$ cat config.mk
export PLATFORM = sky130hd
export DESIGN_NAME = literal_byte_matcher_with_context_top
export DESIGN_NICKNAME = d
export VERILOG_FILES = /design/src/hw/rtl/lbm_pkg.sv /design/src/hw/rtl/literal_byte_matcher_with_context_top.sv
export SDC_FILE = /design/constraint.sdc
export NUM_CORES = 1
export LEC_CHECK = 0
export BUFFER_PORTS_ARGS = -buffer_cell sky130_fd_sc_hd__buf_4
export CELL_PAD_IN_SITES_DETAIL_PLACEMENT = 0
export CELL_PAD_IN_SITES_GLOBAL_PLACEMENT = 1
export CORE_AREA = 2 2 327 329
export CTS_CLUSTER_DIAMETER = 150
export DETAILED_ROUTE_END_ITERATION = 7
export DIE_AREA = 0 0 329 331
export GPL_TIMING_DRIVEN = 0
export HOLD_SLACK_MARGIN = 0.03
export PLACE_DENSITY_LB_ADDON = 0.1
export SETUP_SLACK_MARGIN = 0.02
export SLEW_MARGIN = 0
export SYNTH_ARGS = -nofsm -noshare
export SYNTH_HDL_FRONTEND = slang
export SYNTH_SLANG_ARGS = --single-unit
export TNS_END_PERCENT = 100
$ cat constraint.sdc
create_clock -name clk -period 9.9 [get_ports clk]
set_input_delay 0.99 -clock clk [delete_from_list [all_inputs] [get_ports clk]]
set_output_delay 0.99 -clock clk [all_outputs]
set_load 0.01 [all_outputs]
$ cat src/hw/rtl/lbm_pkg.sv
package lbm_pkg;

	// defaults for the top level parameters
	localparam int MAX_NEEDLE_DEF    = 8;
	localparam int CONTEXT_BYTES_DEF = 8;
	localparam int OFFSET_WIDTH_DEF  = 32;

	// fixed field widths
	localparam int NEEDLE_W     = 64;
	localparam int LENGTH_W     = 4;
	localparam int OFFSET_OUT_W = 32;
	localparam int CTX_W        = 64;
	localparam int COUNT_W      = 4;
	localparam int CFG_DATA_W   = 64;
	localparam int CFG_IDX_W    = 1;

	// bytes packed into one context field
	localparam int CTX_PACK = CTX_W / 8;

	// zero bytes below the oldest history byte, covers reads past the history
	localparam int HIST_PAD = 16;

	// register indexes
	localparam logic [CFG_IDX_W-1:0] REG_NEEDLE_BYTES  = 1'b0;
	localparam logic [CFG_IDX_W-1:0] REG_NEEDLE_LENGTH = 1'b1;

	localparam logic [LENGTH_W-1:0] NEEDLE_LENGTH_RST = 4'd1;

endpackage

$ cat src/hw/rtl/literal_byte_matcher_with_context_top.sv
// a match is compared in the cycle its last needle byte is accepted; once its after window
// fills it enters the emit stage, and its result then leaves through the output register
// throughput: one byte per cycle while the emit stage is free; the byte that ends a haystack
// flushes its pending matches one per cycle while the receiver is ready, set by the single emit unit
// reset (arst_n low, asynchronous): history, position and pending matches cleared,
// needle bytes zero, needle length one, no item held
module literal_byte_matcher_with_context_top #(
	parameter int MAX_NEEDLE    = lbm_pkg::MAX_NEEDLE_DEF,
	parameter int CONTEXT_BYTES = lbm_pkg::CONTEXT_BYTES_DEF,
	parameter int OFFSET_WIDTH  = lbm_pkg::OFFSET_WIDTH_DEF
) (
	input  logic                              clk,
	input  logic                              arst_n,
	// configuration write port
	input  logic                              cfg_write,
	input  logic [lbm_pkg::CFG_IDX_W-1:0]     cfg_index,
	input  logic [lbm_pkg::CFG_DATA_W-1:0]    cfg_data,
	// haystack byte channel
	input  logic                              data_valid,
	output logic                              data_ready,
	input  logic [7:0]                        data_byte,
	input  logic                              end_of_haystack,
	// result channel
	output logic                              result_valid,
	input  logic                              result_ready,
	output logic [lbm_pkg::OFFSET_OUT_W-1:0]  match_offset,
	output logic [lbm_pkg::CTX_W-1:0]         before_context,
	output logic [lbm_pkg::COUNT_W-1:0]       before_count,
	output logic [lbm_pkg::CTX_W-1:0]         after_context,
	output logic [lbm_pkg::COUNT_W-1:0]       after_count,
	output logic                              last_result
);
	import lbm_pkg::*;

	localparam int HIST_DEPTH = MAX_NEEDLE + 2 * CONTEXT_BYTES;
	localparam int PEND_W     = CONTEXT_BYTES + 1;
	localparam int CNT_W      = $clog2(CONTEXT_BYTES + 1);
	localparam int EXT_BYTES  = HIST_DEPTH + HIST_PAD;
	localparam int SH_W       = $clog2(EXT_BYTES + 1);
	localparam int POS_W      = OFFSET_WIDTH;

	// configuration
	logic [NEEDLE_W-1:0] needle_q;
	logic [LENGTH_W-1:0] length_q;
	logic [LENGTH_W-1:0] eff_len;

	// live scan state
	logic [7:0]        hist_q [HIST_DEPTH];
	logic [7:0]        hist_nx [HIST_DEPTH];
	logic [POS_W-1:0]  pos_q;
	logic [PEND_W-1:0] pend_q;
	logic [PEND_W-1:0] pend_nx;
	logic              hit;

	// emit stage: snapshot of the history and the matches still to report
	logic [7:0]        hist_s1 [HIST_DEPTH];
	logic [POS_W-1:0]  cur_s1;
	logic [PEND_W-1:0] mask_s1;
	logic [PEND_W-1:0] mask_rem;
	logic [PEND_W-1:0] pick_oh;
	logic [CNT_W-1:0]  pick_age;

	// output register
	logic                    valid_s2;
	logic [OFFSET_OUT_W-1:0] offset_s2;
	logic [CTX_W-1:0]        before_s2;
	logic [COUNT_W-1:0]      bcount_s2;
	logic [CTX_W-1:0]        after_s2;
	logic [COUNT_W-1:0]      acount_s2;
	logic                    last_s2;

	// emit datapath
	logic [POS_W:0]          cur_p1;
	logic [POS_W:0]          sub_e;
	logic [POS_W-1:0]        off_e;
	logic [63:0]             off_w;
	logic [CNT_W-1:0]        bc_e;
	logic [8*EXT_BYTES-1:0]  ext;
	logic [8*EXT_BYTES-1:0]  ext_b;
	logic [8*EXT_BYTES-1:0]  ext_a;
	logic [SH_W-1:0]         bshift;
	logic [SH_W-1:0]         ashift;
	logic [CTX_W-1:0]        before_e;
	logic [CTX_W-1:0]        after_e;

	logic accept;
	logic s2_free;
	logic emit_fire;
	logic s1_free;

	// needle length above MAX_NEEDLE is cut to the maximum
	always_comb begin
		if (int'(length_q) > MAX_NEEDLE) begin
			eff_len = LENGTH_W'(MAX_NEEDLE);
		end else begin
			eff_len = length_q;
		end
	end

	// history after the incoming byte is shifted in
	always_comb begin
		hist_nx[0] = data_byte;
		for (int j = 1; j < HIST_DEPTH; j++) begin
			hist_nx[j] = hist_q[j-1];
		end
	end

	// parallel compare of the newest bytes against the needle
	always_comb begin
		logic [POS_W:0]      pos_p1;
		logic [LENGTH_W-1:0] nk;
		logic [7:0]          nb;
		pos_p1 = {1'b0, pos_q} + (POS_W+1)'(1);
		nk     = '0;
		nb     = '0;
		hit    = (eff_len != '0) && (pos_p1 >= (POS_W+1)'(eff_len));
		for (int j = 0; j < MAX_NEEDLE; j++) begin
			if (j < int'(eff_len)) begin
				// newest byte meets the last needle byte
				nk = eff_len - LENGTH_W'(j + 1);
				nb = 8'(needle_q >> {nk, 3'b000});
				if (hist_nx[j] != nb) begin
					hit = 1'b0;
				end
			end
		end
	end

	assign pend_nx = {pend_q[PEND_W-2:0], hit};

	// handshake
	assign s2_free    = !valid_s2 || result_ready;
	assign emit_fire  = (mask_s1 != '0) && s2_free;
	assign s1_free    = (mask_s1 == '0) || (emit_fire && (mask_rem == '0));
	assign data_ready = s1_free;
	assign accept     = data_valid && data_ready;

	// oldest pending match goes first
	always_comb begin
		pick_age = '0;
		pick_oh  = '0;
		for (int i = 0; i < PEND_W; i++) begin
			if (mask_s1[i]) begin
				pick_age = CNT_W'(i);
				pick_oh  = PEND_W'(1) << i;
			end
		end
	end

	assign mask_rem = mask_s1 & ~pick_oh;

	// offset of the match, clamped at zero
	always_comb begin
		cur_p1 = {1'b0, cur_s1} + (POS_W+1)'(1);
		sub_e  = (POS_W+1)'(pick_age) + (POS_W+1)'(eff_len);
		if (cur_p1 >= sub_e) begin
			off_e = POS_W'(cur_p1 - sub_e);
		end else begin
			off_e = '0;
		end
		if (off_e < POS_W'(CONTEXT_BYTES)) begin
			bc_e = CNT_W'(off_e);
		end else begin
			bc_e = CNT_W'(CONTEXT_BYTES);
		end
		off_w = 64'(off_e);
	end

	// history oldest first above a zero pad, so a shift picks any window
	always_comb begin
		ext = '0;
		for (int j = 0; j < HIST_DEPTH; j++) begin
			ext[8*(HIST_PAD+j) +: 8] = hist_s1[HIST_DEPTH-1-j];
		end
	end

	assign bshift = SH_W'(EXT_BYTES) - SH_W'(pick_age) - SH_W'(eff_len) - SH_W'(bc_e);
	assign ashift = SH_W'(EXT_BYTES) - SH_W'(pick_age);
	assign ext_b  = ext >> {bshift, 3'b000};
	assign ext_a  = ext >> {ashift, 3'b000};

	always_comb begin
		before_e = '0;
		after_e  = '0;
		for (int k = 0; k < CTX_PACK; k++) begin
			if (k < int'(bc_e)) begin
				before_e[8*k +: 8] = ext_b[8*k +: 8];
			end
			if (k < int'(pick_age)) begin
				after_e[8*k +: 8] = ext_a[8*k +: 8];
			end
		end
	end

	// configuration registers
	always_ff @(posedge clk or negedge arst_n) begin
		if (!arst_n) begin
			needle_q <= '0;
			length_q <= NEEDLE_LENGTH_RST;
		end else if (cfg_write) begin
			case (cfg_index)
				REG_NEEDLE_BYTES:  needle_q <= cfg_data[NEEDLE_W-1:0];
				REG_NEEDLE_LENGTH: length_q <= cfg_data[LENGTH_W-1:0];
				default:           ;
			endcase
		end
	end

	// scan state, cleared after the final byte of a haystack
	always_ff @(posedge clk or negedge arst_n) begin
		if (!arst_n) begin
			pos_q  <= '0;
			pend_q <= '0;
			for (int j = 0; j < HIST_DEPTH; j++) begin
				hist_q[j] <= '0;
			end
		end else if (accept) begin
			if (end_of_haystack) begin
				pos_q  <= '0;
				pend_q <= '0;
				for (int j = 0; j < HIST_DEPTH; j++) begin
					hist_q[j] <= '0;
				end
			end else begin
				// full after window leaves the pending set
				pend_q <= {1'b0, pend_nx[PEND_W-2:0]};
				if (pos_q != '1) begin
					pos_q <= pos_q + POS_W'(1);
				end
				for (int j = 0; j < HIST_DEPTH; j++) begin
					hist_q[j] <= hist_nx[j];
				end
			end
		end
	end

	// emit stage control
	always_ff @(posedge clk or negedge arst_n) begin
		if (!arst_n) begin
			mask_s1 <= '0;
		end else if (accept) begin
			if (end_of_haystack) begin
				mask_s1 <= pend_nx;
			end else begin
				mask_s1 <= {pend_nx[PEND_W-1], (PEND_W-1)'(0)};
			end
		end else if (emit_fire) begin
			mask_s1 <= mask_rem;
		end
	end

	// emit stage payload
	always_ff @(posedge clk) begin
		if (accept) begin
			cur_s1 <= pos_q;
			for (int j = 0; j < HIST_DEPTH; j++) begin
				hist_s1[j] <= hist_nx[j];
			end
		end
	end

	// output register control
	always_ff @(posedge clk or negedge arst_n) begin
		if (!arst_n) begin
			valid_s2 <= 1'b0;
		end else if (emit_fire) begin
			valid_s2 <= 1'b1;
		end else if (result_ready) begin
			valid_s2 <= 1'b0;
		end
	end

	// output register payload
	always_ff @(posedge clk) begin
		if (emit_fire) begin
			offset_s2 <= off_w[OFFSET_OUT_W-1:0];
			before_s2 <= before_e;
			bcount_s2 <= COUNT_W'(bc_e);
			after_s2  <= after_e;
			acount_s2 <= COUNT_W'(pick_age);
			last_s2   <= (mask_rem == '0);
		end
	end

	assign result_valid   = valid_s2;
	assign match_offset   = offset_s2;
	assign before_context = before_s2;
	assign before_count   = bcount_s2;
	assign after_context  = after_s2;
	assign after_count    = acount_s2;
	assign last_result    = last_s2;

endmodule

# Word level (Yosys, flattened, before mapping)

Memories as Yosys holds them, arrays and structs flattened.
Index checks and enable logic that the tools add are counted.

Memories kept: 1
Memory bits (writable): 192
Register bits: 503
Logic and storage cells: 181

Memory list:

| memory  | words | width | read ports | clocked after memory_dff | write ports | RTL line                                    | text |
|---|---|---|---|---|---|---|---|
| hist_s1 | 24    | 8     | 24         | 0                        | 24          | literal_byte_matcher_with_context_top.sv:56 | `logic [7:0] hist_s1 [HIST_DEPTH];` |

Shift-type cells: 10
$add $sub $neg: 16
Reductions and logical operators: 17
Bitwise operators: 3
Muxes and demuxes: 47
$lt $le $gt $ge: 28
Equality and inequality tests: 9

Operators with widths:

| cell                  | count |
|---|---|
| $shr 320x9->64        | 2 |
| $shr 64x7->8          | 8 |
| $mux 192              | 1 |
| $mux 32               | 3 |
| $mux 9                | 10 |
| $add 32x1->33 const B | 2 |
| $ne 8x8->1            | 8 |
| $lt 3x4->1 const A    | 12 |
| $mux 4                | 9 |
| $ge 33x4->1           | 1 |
| $ge 33x5->1           | 1 |
| $add 32x1->32 const B | 1 |
| $lt 32x4->1 const B   | 1 |
| $ne 32x32->1 const B  | 1 |
| $sub 32x5->32         | 1 |
| $lt 1x4->1 const A    | 6 |
| $lt 2x4->1 const A    | 6 |
| $mux 1                | 22 |
| $logic_not 9->1       | 2 |
| $mux 8                | 2 |
| $sub 4x3->4 const B   | 4 |
| $sub 6x4->6           | 2 |
| $and 9x9->9           | 1 |
| $not 9->9             | 1 |
| 14 further kinds      | 23 |

# Logic depth before layout (Yosys ltp)

Gate-level depths: netlist of the first run.

Depth after elaboration: 23
Gate-level depth with buffers: 41
Mapped depth without buffers: 33

# Worst setup path after synthesis of the first run

OpenSTA, ideal clock, no wires.

Path type: reg2reg
Start: register mask_s1[7]
End: register hist_q, in the netlist hist_nx[146]
Path buffers: 2
Arrival time: 8.540 ns
Stages on the path, launching flop included: 11
Setup slack: 0.920 ns
Data required time: 9.459 ns
Cells stage by stage: dfrtp_1 > nor2_1 > nand3b_1 > or3_1 > or3_1 > clkbuf_1 > o31ai_1 > nand2_1 > clkinv_1 > clkbuf_1 > o21ai_0

Word-level cells in the longest chain between the ends: 8
Elaborated cells between the ends (all ways): 11
Those cells by class: mux: 2; bitwise: 2; reduce/logical: 7

RTL lines:

| element                         | RTL line                                     | text |
|---|---|---|
| from (decl)                     | literal_byte_matcher_with_context_top.sv:58  | `logic [PEND_W-1:0] mask_s1;` |
| from (signal assigned)          | literal_byte_matcher_with_context_top.sv:243 | `mask_s1 <= pend_nx;` |
| from (signal assigned)          | literal_byte_matcher_with_context_top.sv:245 | `mask_s1 <= {pend_nx[PEND_W-1], (PEND_W-1)'(0)};` |
| from (signal assigned)          | literal_byte_matcher_with_context_top.sv:248 | `mask_s1 <= mask_rem;` |
| $mux 9 (2 in a row)             | literal_byte_matcher_with_context_top.sv:143 | `if (mask_s1[i]) begin` |
| $not 9->9                       | literal_byte_matcher_with_context_top.sv:150 | `assign mask_rem = mask_s1 & ~pick_oh;` |
| $and 9x9->9                     | literal_byte_matcher_with_context_top.sv:150 |  |
| $logic_not 9->1                 | literal_byte_matcher_with_context_top.sv:134 | `assign s1_free = (mask_s1 == '0) \|\| (emit_fire && (mask_rem == '0));` |
| $logic_and 1x1->1               | literal_byte_matcher_with_context_top.sv:134 |  |
| $logic_or 1x1->1 *              | literal_byte_matcher_with_context_top.sv:134 |  |
| $logic_and 1x1->1 *             | literal_byte_matcher_with_context_top.sv:136 | `assign accept = data_valid && data_ready;` |
| named net accept                | literal_byte_matcher_with_context_top.sv:86  | `logic accept;` |
| to (signal, indexed assignment) | literal_byte_matcher_with_context_top.sv:231 | `hist_q[j] <= hist_nx[j];` |
| to (decl)                       | literal_byte_matcher_with_context_top.sv:48  | `logic [7:0] hist_q [HIST_DEPTH];` |

The timed path passes the listed nets; every way through them passes the cells marked *.
A chain may end at the register's enable or synchronous reset.

# Final worst setup path of the first run

Start: register length_q[3]
End: register before_s2[18] (netlist: before_context[18]) (data pin)

Word-level cells in the longest chain between the ends: 9
Elaborated cells between the ends (all ways): 12
Those cells by class: add/sub: 4; order compare: 4; shift: 1; mux: 3

RTL lines:

| element                                             | RTL line                                                                                   | text |
|---|---|---|
| from (decl)                                         | literal_byte_matcher_with_context_top.sv:44                                                | `logic [LENGTH_W-1:0] length_q;` |
| from (signal assigned)                              | literal_byte_matcher_with_context_top.sv:203                                               | `REG_NEEDLE_LENGTH: length_q <= cfg_data[LENGTH_W-1:0];` |
| $gt 4x4->1                                          | literal_byte_matcher_with_context_top.sv:93                                                | `if (int'(length_q) > MAX_NEEDLE) begin` |
| $mux 4 *                                            | literal_byte_matcher_with_context_top.sv:93                                                |  |
| $add 4x4->5 *                                       | literal_byte_matcher_with_context_top.sv:155                                               | `sub_e = (POS_W+1)'(pick_age) + (POS_W+1)'(eff_len);` |
| $sub 32x5->32 / $ge 33x5->1 (equally long branches) | literal_byte_matcher_with_context_top.sv:157, literal_byte_matcher_with_context_top.sv:156 |  |
| $mux 32 *                                           | literal_byte_matcher_with_context_top.sv:156                                               | `if (cur_p1 >= sub_e) begin` |
| $lt 32x4->1                                         | literal_byte_matcher_with_context_top.sv:161                                               | `if (off_e < POS_W'(CONTEXT_BYTES)) begin` |
| $mux 4 *                                            | literal_byte_matcher_with_context_top.sv:161                                               |  |
| named net bc_e[0]                                   | literal_byte_matcher_with_context_top.sv:77                                                | `logic [CNT_W-1:0] bc_e;` |
| $sub 6x4->6                                         | literal_byte_matcher_with_context_top.sv:177                                               | `assign bshift = SH_W'(EXT_BYTES) - SH_W'(pick_age) - SH_W'(eff_len) - SH_W'(bc_e);` |
| $shr 320x9->64                                      | literal_byte_matcher_with_context_top.sv:179                                               | `assign ext_b = ext >> {bshift, 3'b000};` |
| to (signal assigned)                                | literal_byte_matcher_with_context_top.sv:277                                               | `before_s2 <= before_e;` |
| to (decl)                                           | literal_byte_matcher_with_context_top.sv:66                                                | `logic [CTX_W-1:0] before_s2;` |

Marked as above.

==> reports/results.txt, run 1 <==
In the final routed layout, each cell accounts on average for 30.7 µm. In the global route stage, overall resource usage came out at 33.5%. The run gives 0.0419 mm² as the netlist area before placement. CTS built an H-tree with a depth of 3. After synthesis, flip-flops and latches occupy 46.2% of the total area. For this design, the CTS-stage hold fixing added 0 buffers.

In the final layout, the share of cells above drive strength 1 is 19.1%. The number of placed cells counting well taps was 5858. Setup repair after global routing left no endpoint under its margin. The starting density of the core is 39.9%, and the via count of the first global-routing pass is 35100. The number of placement rows was 119; the share of flip-flops with an asynchronous set or reset after synthesis was 43.5%.

Number of endpoints with negative hold slack in the final report: 0. The met3 track utilization from global routing was 5.26%. Capturing element type of the critical path: a flop.

The tightest min-delay check is of the in2async type. Among all stages on the critical path, the largest delay is contributed by sky130_fd_sc_hd__mux2i_1. The tools report the total congestion overflow after global routing as 0. In the global route stage, met2 resource usage came out at 52.2%.

For the fraction of met1 tracks used by global routing, the log shows 47.0%. The total area inside the core boundary comes to 0.105 mm². The ratio of final minimum period to clock period is 98.1%, and the total of fill cells in the finished design is 10200. The worst voltage drop across the vdd grid came out at 0.167 mV. The tools report the data arrival time of the worst path as 10.12 ns. The clock sink total came out at 695.

The run finished with clean final reports. For the initial antenna violation count, the log shows 9. The number of flops mapped to enable cells by yosys is 393, and the post-route minimum period is 9.71 ns. The power density over the cells works out to 217 mW/mm².

The per-instance average area after synthesis is 9.96 µm². Clock-pin slew was measured on the worst setup and hold paths at 0.06 ns. The start-to-end type of the worst setup path is reg2reg. The floorplan step set the die height to 331 µm. The net count of the finished layout was 4670; the finished layout cell area was 0.0495 mm². Dividing the detail-routed via count by the number of cells gives 6.09.

Derived from the worst setup path, the maximum achievable clock frequency is 0.103 GHz. The relative slew slack was 1.48%; the horizontal extent of the die was 329 µm. Buffers placed on the I/O ports in this run total 248.

Counting distinct cell types in the post-synthesis netlist gives 91. The HPWL after detailed placement is 147000 µm. The clock arrives with 0.0390 ns of skew. Top-level port count: 250. The run gives 0 as the reported max-cap violation count. Entering global routing, the biggest net connects 102 pins. Library cell with the highest instance count after synthesis: sky130_fd_sc_hd__nand2_1. The longest clock path from root to sink contains 3 buffers. Number of standard cells after synthesis: 4206.

The share of synthesized area in the top cell type comes to 28.2%. Ranked by total cell area, the synthesized netlist is headed by sky130_fd_sc_hd__edfxtp_1 (28%), sky130_fd_sc_hd__dfrtp_1 (18%), sky130_fd_sc_hd__mux2i_1 (7.2%). Of all nets on the critical path, the largest fanout is 23.

The floorplan step defined a die boundary enclosing 0.109 mm². Clock tree synthesis selected as its root buffer the cell sky130_fd_sc_hd__clkbuf_16. The most used flip-flop cell after synthesis is sky130_fd_sc_hd__edfxtp_1. The logs give 19.3 nW for the leakage dissipation and 4058 for the number of design-rule violations left by the first detailed-router iteration.

For the placed cell area, the log shows 0.0458 mm². The congestion estimate from routability-driven global placement came to 1.06. TritonCTS built the clock tree. The run gives 6014 as the filler-free cell count of the finished design. For the final routed database, the setup TNS stands at 0 ns. Summed over all layers, the routed wires come to 184000 µm. The largest total area in the synthesized netlist belongs to sky130_fd_sc_hd__edfxtp_1. Detailed routing inserted a total of 36600 vias.

Setup violations remaining at the end of the flow were counted as 0. In the routed design, unresolved DRC markers number 0. Data required time of the worst path: 10.30 ns. The critical path startpoint category was a flop.

The first global-routing pass estimated 262000 µm of wire. The number of buffers created by CTS was 79; the total of warnings raised by yosys was 0. After global routing, the most crowded layer is met2. The transition time at the pin with the least slew margin was 1.48 ns; the flip-flop and latch count after synthesis was 695. Clock latency on the worst-skew pair, taken at its later pin, is 0.69 ns.

The maximum cell stage delay along the critical path is 0.87 ns, and the signed area change from the synthesized netlist to the final layout is 18.2%. The run gives 6 as the first-pass detailed-route iteration total. Count of pins over their slew limit: 0. In the synthesized netlist, the cells that appear most often are sky130_fd_sc_hd__nand2_1 (575), sky130_fd_sc_hd__edfxtp_1 (393), sky130_fd_sc_hd__o21ai_0 (322), sky130_fd_sc_hd__dfrtp_1 (301), sky130_fd_sc_hd__mux2i_1 (300). The detail route stage leaves a number of antenna-violating nets equal to 0.
==> critical path: cells and delay by family (launching register included) <==
| family | cells | cell delay (ns) |
|---|---|---|
| xor gates and xnor gates | 1 | 0.25 |
| muxes | 2 | 1.37 |
| adders and majority gates | 3 | 1.44 |
| AOI/OAI and AO/OA | 9 | 1.51 |
| DFF | 1 | 0.57 |
| buffers and inverters | 7 | 2.03 |
| and+or+nand+nor | 8 | 2.22 |
==> registers in the layout, summed over array words and instances (netlist names) <==
register	cells
hist_nx	184
after_count	4
after_context	64
pend_q	8
pos_q	32
hist_s1	192
before_count	4
before_context	64
match_offset	32
needle_q	64
last_result	1
length_q	4
cur_s1	32
result_valid	1
mask_s1	9
==> power breakdown <==
| part | switching [W] | internal, W | total [W] |
|---|---|---|---|
| Clock | 0.00127 | 0.00186 | 0.00314 |
| Combinational | 0.00287 | 0.00137 | 0.00424 |
| Sequential | 0.000176 | 0.00320 | 0.00338 |
| Total | 0.00432 | 0.00644 | 0.0108 |
==> cell usage in the layout (no fill, tap or decap), drive strengths merged, types with 15 or more instances in the layout <==
| master | netlist | final |
|---|---|---|
| ha | 31 | 31 |
| a31oi | 64 | 64 |
| o22ai | 47 | 47 |
| o211ai | 21 | 21 |
| xnor2 | 65 | 65 |
| a211oi | 71 | 71 |
| nor2 | 260 | 260 |
| mux2i | 300 | 300 |
| and2 | 39 | 39 |
| and3 | 45 | 45 |
| o21a | 17 | 17 |
| a21oi | 239 | 239 |
| a221oi | 29 | 29 |
| inv | 46 | 50 |
| dfrtp | 301 | 301 |
| nand3 | 97 | 97 |
| mux4 | 71 | 71 |
| buf | 80 | 347 |
| clkbuf | 239 | 336 |
| nand4 | 35 | 35 |
| mux2 | 137 | 137 |
| clkinv | 3 | 29 |
| nand2b | 195 | 195 |
| or3 | 15 | 15 |
| edfxtp | 393 | 393 |
| nor4 | 33 | 33 |
| nor2b | 19 | 19 |
| o21ai | 325 | 325 |
| nor3 | 84 | 84 |
| o31ai | 34 | 34 |
| nand2 | 575 | 575 |
| xor2 | 55 | 55 |
==> layout make-up <==
| cell class | count | area [µm²] | share of cell area, % |
|---|---|---|---|
| inverter | 49 | 184 | 0.372 |
| clock inverter | 47 | 683 | 1.38 |
| buffer | 314 | 1500 | 3.04 |
| antenna | 3 | 7.51 | 0.0152 |
| timing repair buffer | 271 | 2230 | 4.51 |
| sequential | 695 | 19400 | 39.1 |
| multi-input combinational | 3144 | 21700 | 43.8 |
| tap | 1391 | 1740 | 3.52 |
| clock buffer | 100 | 2100 | 4.24 |
==> logic make-up (layout without fill, tap and decap cells) <==
logic type	count (synthesis)	after routing	share of synthesized area, %
AND/OR/NAND/NOR	1478	1478	17.1
AO/OA/AOI/OAI	998	998	14.7
flip-flops	695	695	46.2
multiplexers	508	508	14.7
buffers and inverters	368	781	3.53
XOR/XNOR	120	120	2.51
adder cells (fa/ha/maj)	38	38	1.24
other	1	5	0.00895
==> per-layer routing <==
metal,wire length [µm],share of wire [%]
met1,80400,44
met2,82200,45
met3,13500,7.3
met4,8210,4.5
met5,74,0.040
==> final timing paths <==
path	startpoint	to	slack [ns]	depth (start not counted)
setup / recovery	length_q[3]	before_context[18]	0.19	30
hold / removal	arst_n	pos_q[23]	0.15	1
setup reg to reg	length_q[3]	before_context[18]	0.19	30
hold reg to reg	hist_nx[5]	hist_s1[2][61]	0.45	0
max in group asynchronous	arst_n	hist_nx[5]	7.98	4
min in group clk	hist_nx[5]	hist_s1[2][61]	0.45	0
==> metrics by stage <==
| stage | hold WS [ns] | worst slack, ns | util (%) | power, W |
|---|---|---|---|---|
| finish | 0.153 | 0.187 | 47.1 | 0.0108 |
| global placement | 0.427 | -4.04 | 43.3 | 0.00729 |
| CTS | 0.126 | 0.0201 | 46.9 | 0.0106 |
| global route | 0.149 | 0.102 | 47.1 | 0.0111 |
| floorplan | 0.423 | 0.920 | - | 0.00565 |
| detailed placement | 0.431 | -3.45 | 43.6 | 0.00725 |
==> repair_timing <==
action,CTS,global route
buffers inserted,2,9
gates cloned,0,0
resized for setup,228,85
pin swaps,8,12
endpoints found under the setup margin,64,64
(Power assumes the default switching activity.)
==> run 2: changes to the inputs <==
Settings changed: CELL_PAD_IN_SITES_DETAIL_PLACEMENT 0 to 1, CORE_AREA 2 2 327 329 to 2 2 377 286, DIE_AREA 0 0 329 331 to 0 0 379 288.
==> reports/results.txt, run 2 (same netlist as run 1, synthesis figures left out) <==
Of the total power, combinational logic draws 41.4%. The first global-routing pass estimated 278000 µm of wire. The ratio of cells with drive above 1 in the final layout was 18.9%.

The net count of the finished layout was 4657. The tools report the count of pins over their slew limit as 0. Flip-flop and latch area: 0.0194 mm². The top-level port count was 250. Max-cap violations in this run came to 0. At the pin with the least slew margin, the transition time is 1.24 ns. The final worst clock skew is 0.0307 ns, and the quantity of hold-fixing buffers added after cts is 0. The library cells used most frequently in the layout, excluding fill and tap cells, are sky130_fd_sc_hd__nand2_1 (575), sky130_fd_sc_hd__edfxtp_1 (393), sky130_fd_sc_hd__o21ai_0 (304), sky130_fd_sc_hd__dfrtp_1 (301), sky130_fd_sc_hd__mux2i_1 (269).

The number of placement rows is 104. For the DRC violation count after routing, the log shows 0. The initial utilization of the core area, before any placement, comes to 39.5%. By startpoint and endpoint, the worst setup path is classified as reg2reg. The initial antenna violation count is 10.

The tools report the maximum frequency from static timing analysis as 0.102 GHz. The count of cells along the worst register-to-register path was 32; the relative slew slack was 17.1%. After filler insertion, the fill cell instance count of the layout stands at 11900.

The path category of the worst min-delay check was in2async. The overall global routing resource usage was 35.6%; the number of buffers created by CTS was 74. The tools report the capturing element type of the critical path as a flop. The power density over the cells was 217 mW/mm². Setup repair after global routing could not meet its margin everywhere.

In this run the power spent charging and discharging nets is 0.00451 W. Startpoint of the worst register-to-register path: length_q[3]. Routability-driven placement finished with a final weighted congestion of 1.08.

Across all layers, the routed design uses 37600 vias. The die covers 0.109 mm². Buffers placed on the I/O ports in this run total 248. The die span in y works out to 288 µm. After legalization and detailed placement, the total HPWL measured 156000 µm. Clock-pin slew was measured on the worst setup and hold paths at 0.07 ns.

The internal power of the cells is 0.00619 W, and the detailed-route vias per instance is 6.22. Most common cell type on the critical path: sky130_fd_sc_hd__buf_4. Post-route minimum period: 9.83 ns. The register name with the most flops was hist_s1.

The worst-path cell with the longest stage delay was sky130_fd_sc_hd__nor3_2. Number of design-rule violations left by the first detailed-router iteration: 4715. The floorplan step defined a core boundary enclosing 0.106 mm². The logs give 695 for the clock sink total and 0.0217 mm² for the area of the multi-input gates. Of all nets on the critical path, the largest fanout is 14. The run gives 0.71 ns as the clock latency of the later-clocked register in the worst-skew pair. The horizontal extent of the die is 379 µm.

The wire length reported by the detailed router is 197000 µm. The clock network fraction of total power is 27.1%, and the via count of the first global-routing pass is 36700. Data required time of the worst path: 10.43 ns. The H-tree generated during clock tree synthesis spans 3 levels. Destination of the worst register-to-register timing path: before_context[20]. Entering global routing, the biggest net connects 108 pins. The cell count along the critical path works out to 32. The remaining antenna violation count after routing was 0. The library cell used most frequently in the layout, excluding fill and tap cells, is sky130_fd_sc_hd__nand2_1. The sequential share of power is 31.5%, and the worst voltage drop across the vdd grid is 0.138 mV. After detailed routing, the average wire length per cell comes to 32.6 µm. Before antenna repair, the detailed router went through 5 iterations.

The worst setup path is launched from a flop. The run finished with clean final reports. For this design the static power due to leakage is 19.1 nW.

The logs give 6035 for the filler-free cell count of the finished design and 0 for the total congestion overflow after global routing. Dividing the final minimum period by the clock period gives 99.3%. The switching share of power was 42.2%.

Broken down by cell family, the worst path's largest delay share belongs to simple AND/OR/NAND/NOR gates. The flip-flop count of the largest register after layout is 192. The tools report the number of endpoints with negative hold slack in the final report as 0. Timing analysis after detailed placement gives a worst setup slack of -3.24 ns.

TritonCTS built the clock tree. The reg-to-reg setup timing slack came out at 0.07 ns. The cell at the root of the clock tree is sky130_fd_sc_hd__clkbuf_16. The number of placed cells counting well taps is 5897, and the final worst-path setup slack is 0.0734 ns.

The critical path contains buffers and inverters numbering 11 combined. The signed area change from the synthesized netlist to the final layout came out at 17.5%. The clock passes through at most 3 buffers. For this run, the slowest stage of the critical path takes 0.72 ns. At the worst endpoint, the arrival time is 10.35 ns. The number of failing setup endpoints in the final timing report was 0.
[run 2: cell count changes in the layout (fill, tap and decap cells not counted), moves of 10 or more]
cell / change
sky130_fd_sc_hd__clkbuf_8: +10
sky130_fd_sc_hd__a21oi_1: -23
sky130_fd_sc_hd__nor3_1: +10
sky130_fd_sc_hd__buf_4: -10
sky130_fd_sc_hd__mux2i_2: +17
sky130_fd_sc_hd__mux2i_1: -21
sky130_fd_sc_hd__a21oi_2: +22
sky130_fd_sc_hd__nor3_2: -10
[run 2: how the worst max path moves through the flow]
| stage | start | endpoint | slack [ns] |
|---|---|---|---|
| 4_1_cts | mask_s1[3] | before_context[20] | 0.04 |
| 2_1_floorplan | mask_s1[7] | hist_nx[146] | 0.92 |
| 3_3_place_gp | mask_s1[7] | hist_s1[2][60] | -3.63 |
| 3_5_place_dp | mask_s1[3] | before_context[53] | -3.24 |
| 5_1_grt | mask_s1[2] | before_context[57] | -0.06 |
| 6_report | length_q[3] | before_context[20] | 0.07 |
[run 2: power by group through the flow]
stage          Combinational (W)  Clock [W]  Sequential [W]
6_report                 0.00443    0.00290         0.00337
5_1_grt                  0.00452    0.00306         0.00338
4_1_cts                  0.00405    0.00296         0.00337
3_5_place_dp             0.00394          0         0.00342
3_3_place_gp             0.00394          0         0.00344
2_1_floorplan            0.00231          0         0.00334
[run 2: final cells by class]
type / instances / area share (%)
repair buffers: 263 / 4.35
clock buffers: 109 / 4.36
flip-flops and latches: 695 / 39.3
well taps: 1431 / 3.64
clock inverters: 29 / 0.798
multi-input cells: 3144 / 44.1
plain buffers: 314 / 3.00
diodes: 1 / 0.00508
inverters: 49 / 0.374
[run 2: layer usage]
metal	track usage [%]	up-vias	wire, µm
met3	11.8	230	22800
li1	-	16200	-
met5	0	-	35
met4	8.81	6	4740
met2	47.4	1818	77100
met1	54.5	19300	92200
[run 2: timing repair]
item                                    4_1_cts  5_1_grt
pin swaps                                     2        3
endpoints found under the setup margin       64       64
buffers inserted                              2        2
gates resized for setup                     175      141
[run 2: per-stage QoR]
step / instance area, µm² / hold WS, ns / setup TNS, ns / util (%) / power [W]
final: 49200 / 0.286 / 0 / 46.5 / 0.0107
after global routing: 49200 / 0.346 / -0.409 / 46.5 / 0.0110
after CTS: 48800 / 0.309 / 0 / 46.0 / 0.0104
after detailed placement: 45800 / 0.437 / -176.59 / 43.2 / 0.00737
after global placement: 45500 / 0.426 / -1500.06 / 43.0 / 0.00737
after floorplan: 41900 / 0.423 / 0 / - / 0.00565
